### config.mk
export PLATFORM = sky130hd
export DESIGN_NAME = ecl_cross
export DESIGN_NICKNAME = d
export VERILOG_FILES = /design/src/hw/rtl/ecl_pkg.sv /design/src/hw/rtl/ecl_cross.sv
export SDC_FILE = /design/constraint.sdc
export NUM_CORES = 2
export LEC_CHECK = 0
export BUFFER_PORTS_ARGS = -buffer_cell sky130_fd_sc_hd__buf_2
export CAP_MARGIN = 20
export CORE_UTILIZATION = 50
export CTS_CLUSTER_DIAMETER = 120
export DETAILED_ROUTE_END_ITERATION = 8
export GPL_TIMING_DRIVEN = 0
export PLACE_DENSITY = 0.73
export SYNTH_ARGS = -nofsm -noshare
export SYNTH_HDL_FRONTEND = slang
export SYNTH_SLANG_ARGS = --single-unit
### constraint.sdc
create_clock -name clk_i -period 6.68 [get_ports clk_i]
set_input_delay 1.336 -clock clk_i [delete_from_list [all_inputs] [get_ports clk_i]]
set_output_delay 1.336 -clock clk_i [all_outputs]
set_load 0.01 [all_outputs]
### src/hw/rtl/ecl_pkg.sv
// ----------------------------------------------------------------------------
// ecl_pkg
// Shared types and constants of the polygon ear test block.
// ----------------------------------------------------------------------------
package ecl_pkg;

  // fixed field widths of the stream items
  localparam int unsigned IDX_W = 8;  // slot, list_vertex and the corner positions
  localparam int unsigned LEN_W = 9;  // list_length
  localparam int unsigned OUT_W = 8;  // result tdata, is_ear padded to a byte

  typedef enum logic [1:0] {
    MODE_VTX   = 2'd0,
    MODE_LIST  = 2'd1,
    MODE_QUERY = 2'd2
  } mode_e;

  typedef enum logic [1:0] {
    ST_IDLE,
    ST_ISSUE,
    ST_DRAIN,
    ST_HOLD
  } state_e;

  // what a read issued into the scan pipeline stands for
  typedef enum logic [2:0] {
    K_CORNER_A,
    K_CORNER_B,
    K_CORNER_C,
    K_AREA,
    K_POINT
  } kind_e;

  typedef struct packed {
    logic  valid;
    kind_e kind;
    logic  skip;
    logic  last;
  } tag_t;

  typedef struct packed {
    logic ge0;
    logic gt0;
  } cross_flags_t;

endpackage

### src/hw/rtl/ecl_cross.sv
// ----------------------------------------------------------------------------
// ecl_cross
// Pipelined sign of p*q - r*s: operand, product and flag registers.
// ----------------------------------------------------------------------------
module ecl_cross #(
  parameter int unsigned DW = 25
) (
  input  logic                    clk_i,
  input  logic signed [DW-1:0]    p_i,
  input  logic signed [DW-1:0]    q_i,
  input  logic signed [DW-1:0]    r_i,
  input  logic signed [DW-1:0]    s_i,
  output ecl_pkg::cross_flags_t   flags_o
);

  logic signed [DW-1:0]   p_q, q_q, r_q, s_q;
  logic signed [2*DW-1:0] m1_q, m2_q;
  logic        [2*DW:0]   diff;
  ecl_pkg::cross_flags_t  flags_d, flags_q;

  // exact difference, one extra bit so it cannot wrap
  assign diff = {m1_q[2*DW-1], m1_q} - {m2_q[2*DW-1], m2_q};

  always_comb begin
    flags_d.ge0 = ~diff[2*DW];
    flags_d.gt0 = ~diff[2*DW] && (diff != '0);
  end

  always_ff @(posedge clk_i) begin
    p_q     <= p_i;
    q_q     <= q_i;
    r_q     <= r_i;
    s_q     <= s_i;
    m1_q    <= p_q * q_q;
    m2_q    <= r_q * s_q;
    flags_q <= flags_d;
  end

  assign flags_o = flags_q;

endmodule

==> flow_summary.json <==
{
  "worst-path-buf-inv": 5,
  "via_per_inst": 5.51,
  "ys_ff_latch": 202,
  "status": "finished with violations",
  "clock_skew_ns": 0.0128,
  "gp_congestion": 1.02,
  "vias": 40600,
  "fin_util": 0.588,
  "drtIter0Drc": 3468,
  "dr.pass1.iters": 6,
  "worst_setup_path_start_kind": "register",
  "syn_to_final_growth_pct": 16.7,
  "cts_tree": "built",
  "die_h_um": 327,
  "grt_use_met3": 0.0768,
  "ant_nets": 0,
  "hold_path_class": "register to register",
  "cpMaxStageDelayCell": "fa_1",
  "worstPathArrival_ns": 7.79,
  "ioPinCount": 103,
  "avgSynthCellArea_um2": 9.45,
  "drv_slew": 0,
  "synth_top_area_share": 0.498,
  "grt_use_total": 0.314,
  "synth_edf_count": 0,
  "place_hpwl_um": 132000,
  "finalHoldViolations": 0,
  "antenna_found_initial": 16,
  "async_flop_share": 0,
  "tightest_slew_ns": 0.837,
  "grt_pass1_wl_um": 252000,
  "grt.busiest_layer": "met2",
  "ys.flop_type": "dfxtp_1",
  "setup_viol": 27,
  "grt-ovfl-total": 0,
  "row_count": 119,
  "die_w_um": 327,
  "maxCapViolCount": 0,
  "synth.most_common_cell": "inv_1",
  "die-area_um2": 107000,
  "fin_ws_ns": -0.612,
  "yosysTopAreaCell": "fa_1",
  "mappedNetlistNets": 7357,
  "hold_slack_ns": 0.648,
  "grt_pass1_vias": 43500,
  "relSlewSlack": 0.439,
  "worst_setup_path_end_kind": "register",
  "drc": 0,
  "netlist_instances": 5607,
  "cpPeakStageDelay_ns": 0.58,
  "ys.warnings.count": 0,
  "start_util": 0.504,
  "worstPathRequired_ns": 7.18,
  "cts_buffers": 29,
  "syn_area_um2": 53000,
  "use_met1": 0.414,
  "crit_top_cell": "fa_1",
  "core-area_um2": 105000,
  "grt_max_degree": 15,
  "wl_um": 164000,
  "cts.sinks": 202,
  "clkLatencyLatePin_ns": 0.62,
  "synth_cell_types": 89,
  "violations": "negative setup slack",
  "clk_path_buf_depth": 3,
  "max_freq_mhz": 137,
  "final_nets": 7692,
  "clk_pin_slew_worst_paths_ns": 0.06,
  "synthTopCellsByArea": "fa_1, inv_1, ha_1",
  "tns_ns": -10.77,
  "portBuffers": 102,
  "wl_per_cell_um": 22.3,
  "place_ws_ns": -1.73,
  "ys_seq_area_frac": 0.0763,
  "yosys-top-cells-count": "inv_1, fa_1, nand2_1, and2_1, ha_1",
  "htreeDepth": 1,
  "drive_above_1_share": 0.161,
  "path_max_fanout": 10,
  "fin_crit_sh": 1.09,
  "min_period_ns": 7.29,
  "cts_root_buffer": "clkbuf_16",
  "worstSetupPathType": "register to register",
  "use_met2": 0.491,
  "rsz0062_at_grt": "true",
  "critPathTopFamily": "adder cells"
}
[metal layers]
layer	wire (um)	part of all wire	vias to the layer above
li1	-	-	17200
met1	62300	0.38	20900
met2	76100	0.46	1995
met3	17200	0.10	507
met4	8410	0.051	0
met5	0	0	-
[logic make-up after synthesis]
family	count (synthesis)	share of synthesized area
AND/OR/NAND/NOR	1563	0.150
AO/OA/AOI/OAI	461	0.0601
adder cells (fa/ha/maj)	1649	0.576
XOR/XNOR	140	0.0231
buffers and inverters	1585	0.113
multiplexers	7	0.00139
flip-flops	202	0.0763
[layout make-up]
type                    instances  area, um^2
diodes                         12        30.0
plain buffers                 234        3020
clock buffers                  35         768
clock inverters                19         315
fillers                      8908       43300
inverters                    1346        5070
multi-input cells            3820       44300
flip-flops and latches        202        4340
well taps                    1391        1740
repair buffers                309        2250
[sequential cells by signal, indices dropped and copies added (netlist names)]
| name | cells |
|---|---|
| r_q | 25 |
| flags_o | 2 |
| m2_q | 50 |
| p_q | 25 |
| m1_q | 50 |
| q_q | 25 |
| s_q | 25 |
[final timing paths]
kind,startpoint,end,slack [ns],cells after the start
max,q_q[22],m1_q[44],-0.61,25
min,m1_q[49],flags_o[1],0.65,2
max reg2reg,q_q[22],m1_q[44],-0.61,25
min reg2reg,m1_q[49],flags_o[1],0.65,2
[worst register-to-register path, delay by kind of cell (launching register included)]
kind            cells  cell delay [ns]
flops               1             0.48
simple gates        2             0.28
fa+ha+maj           8             3.72
buf+inv             5             0.65
compound gates      9             1.91
xor+xnor            1             0.14
[through the flow]
stage / cells / instance area (um^2)
2_1_floorplan: 5607 / 53500
5_1_grt: 7356 / 61800
3_5_place_dp: 7101 / 55800
3_3_place_gp: 7100 / 55800
4_1_cts: 7305 / 60800
6_report: 7368 / 61800
[what timing repair did]
item / CTS / global route
endpoints found under the setup margin: 60 / 48
pin swaps: 143 / 152
hold buffers: 0 / 0
gates resized for setup: 698 / 209
gates cloned: 2 / 0
setup buffers: 154 / 60
[placed cells by master, fill, tap and decap left out, types with 15 or more instances in the layout]
cell type,instances
nand4_1,21
o21bai_1,15
fa_2,49
and2_4,16
a21oi_1,93
buf_4,181
xor2_1,45
inv_1,1301
dfxtp_4,73
nor2b_1,25
nand2_1,655
nor2_1,71
buf_8,16
nand3_1,23
fa_1,1268
and2_1,597
dfxtp_2,20
a21o_1,78
xnor2_1,93
clkbuf_4,30
clkbuf_16,78
clkbuf_2,20
ha_1,292
nand2_2,15
ha_4,35
nor3_1,21
clkbuf_1,34
dfxtp_1,109
a21oi_2,30
o21a_1,23
nand2b_1,33
inv_2,40
o21ai_0,45
buf_2,108
clkbuf_8,72
buf_6,30
Power is not shown: default switching activity piles up to over one toggle a cycle in this logic, so the estimate is an artifact.
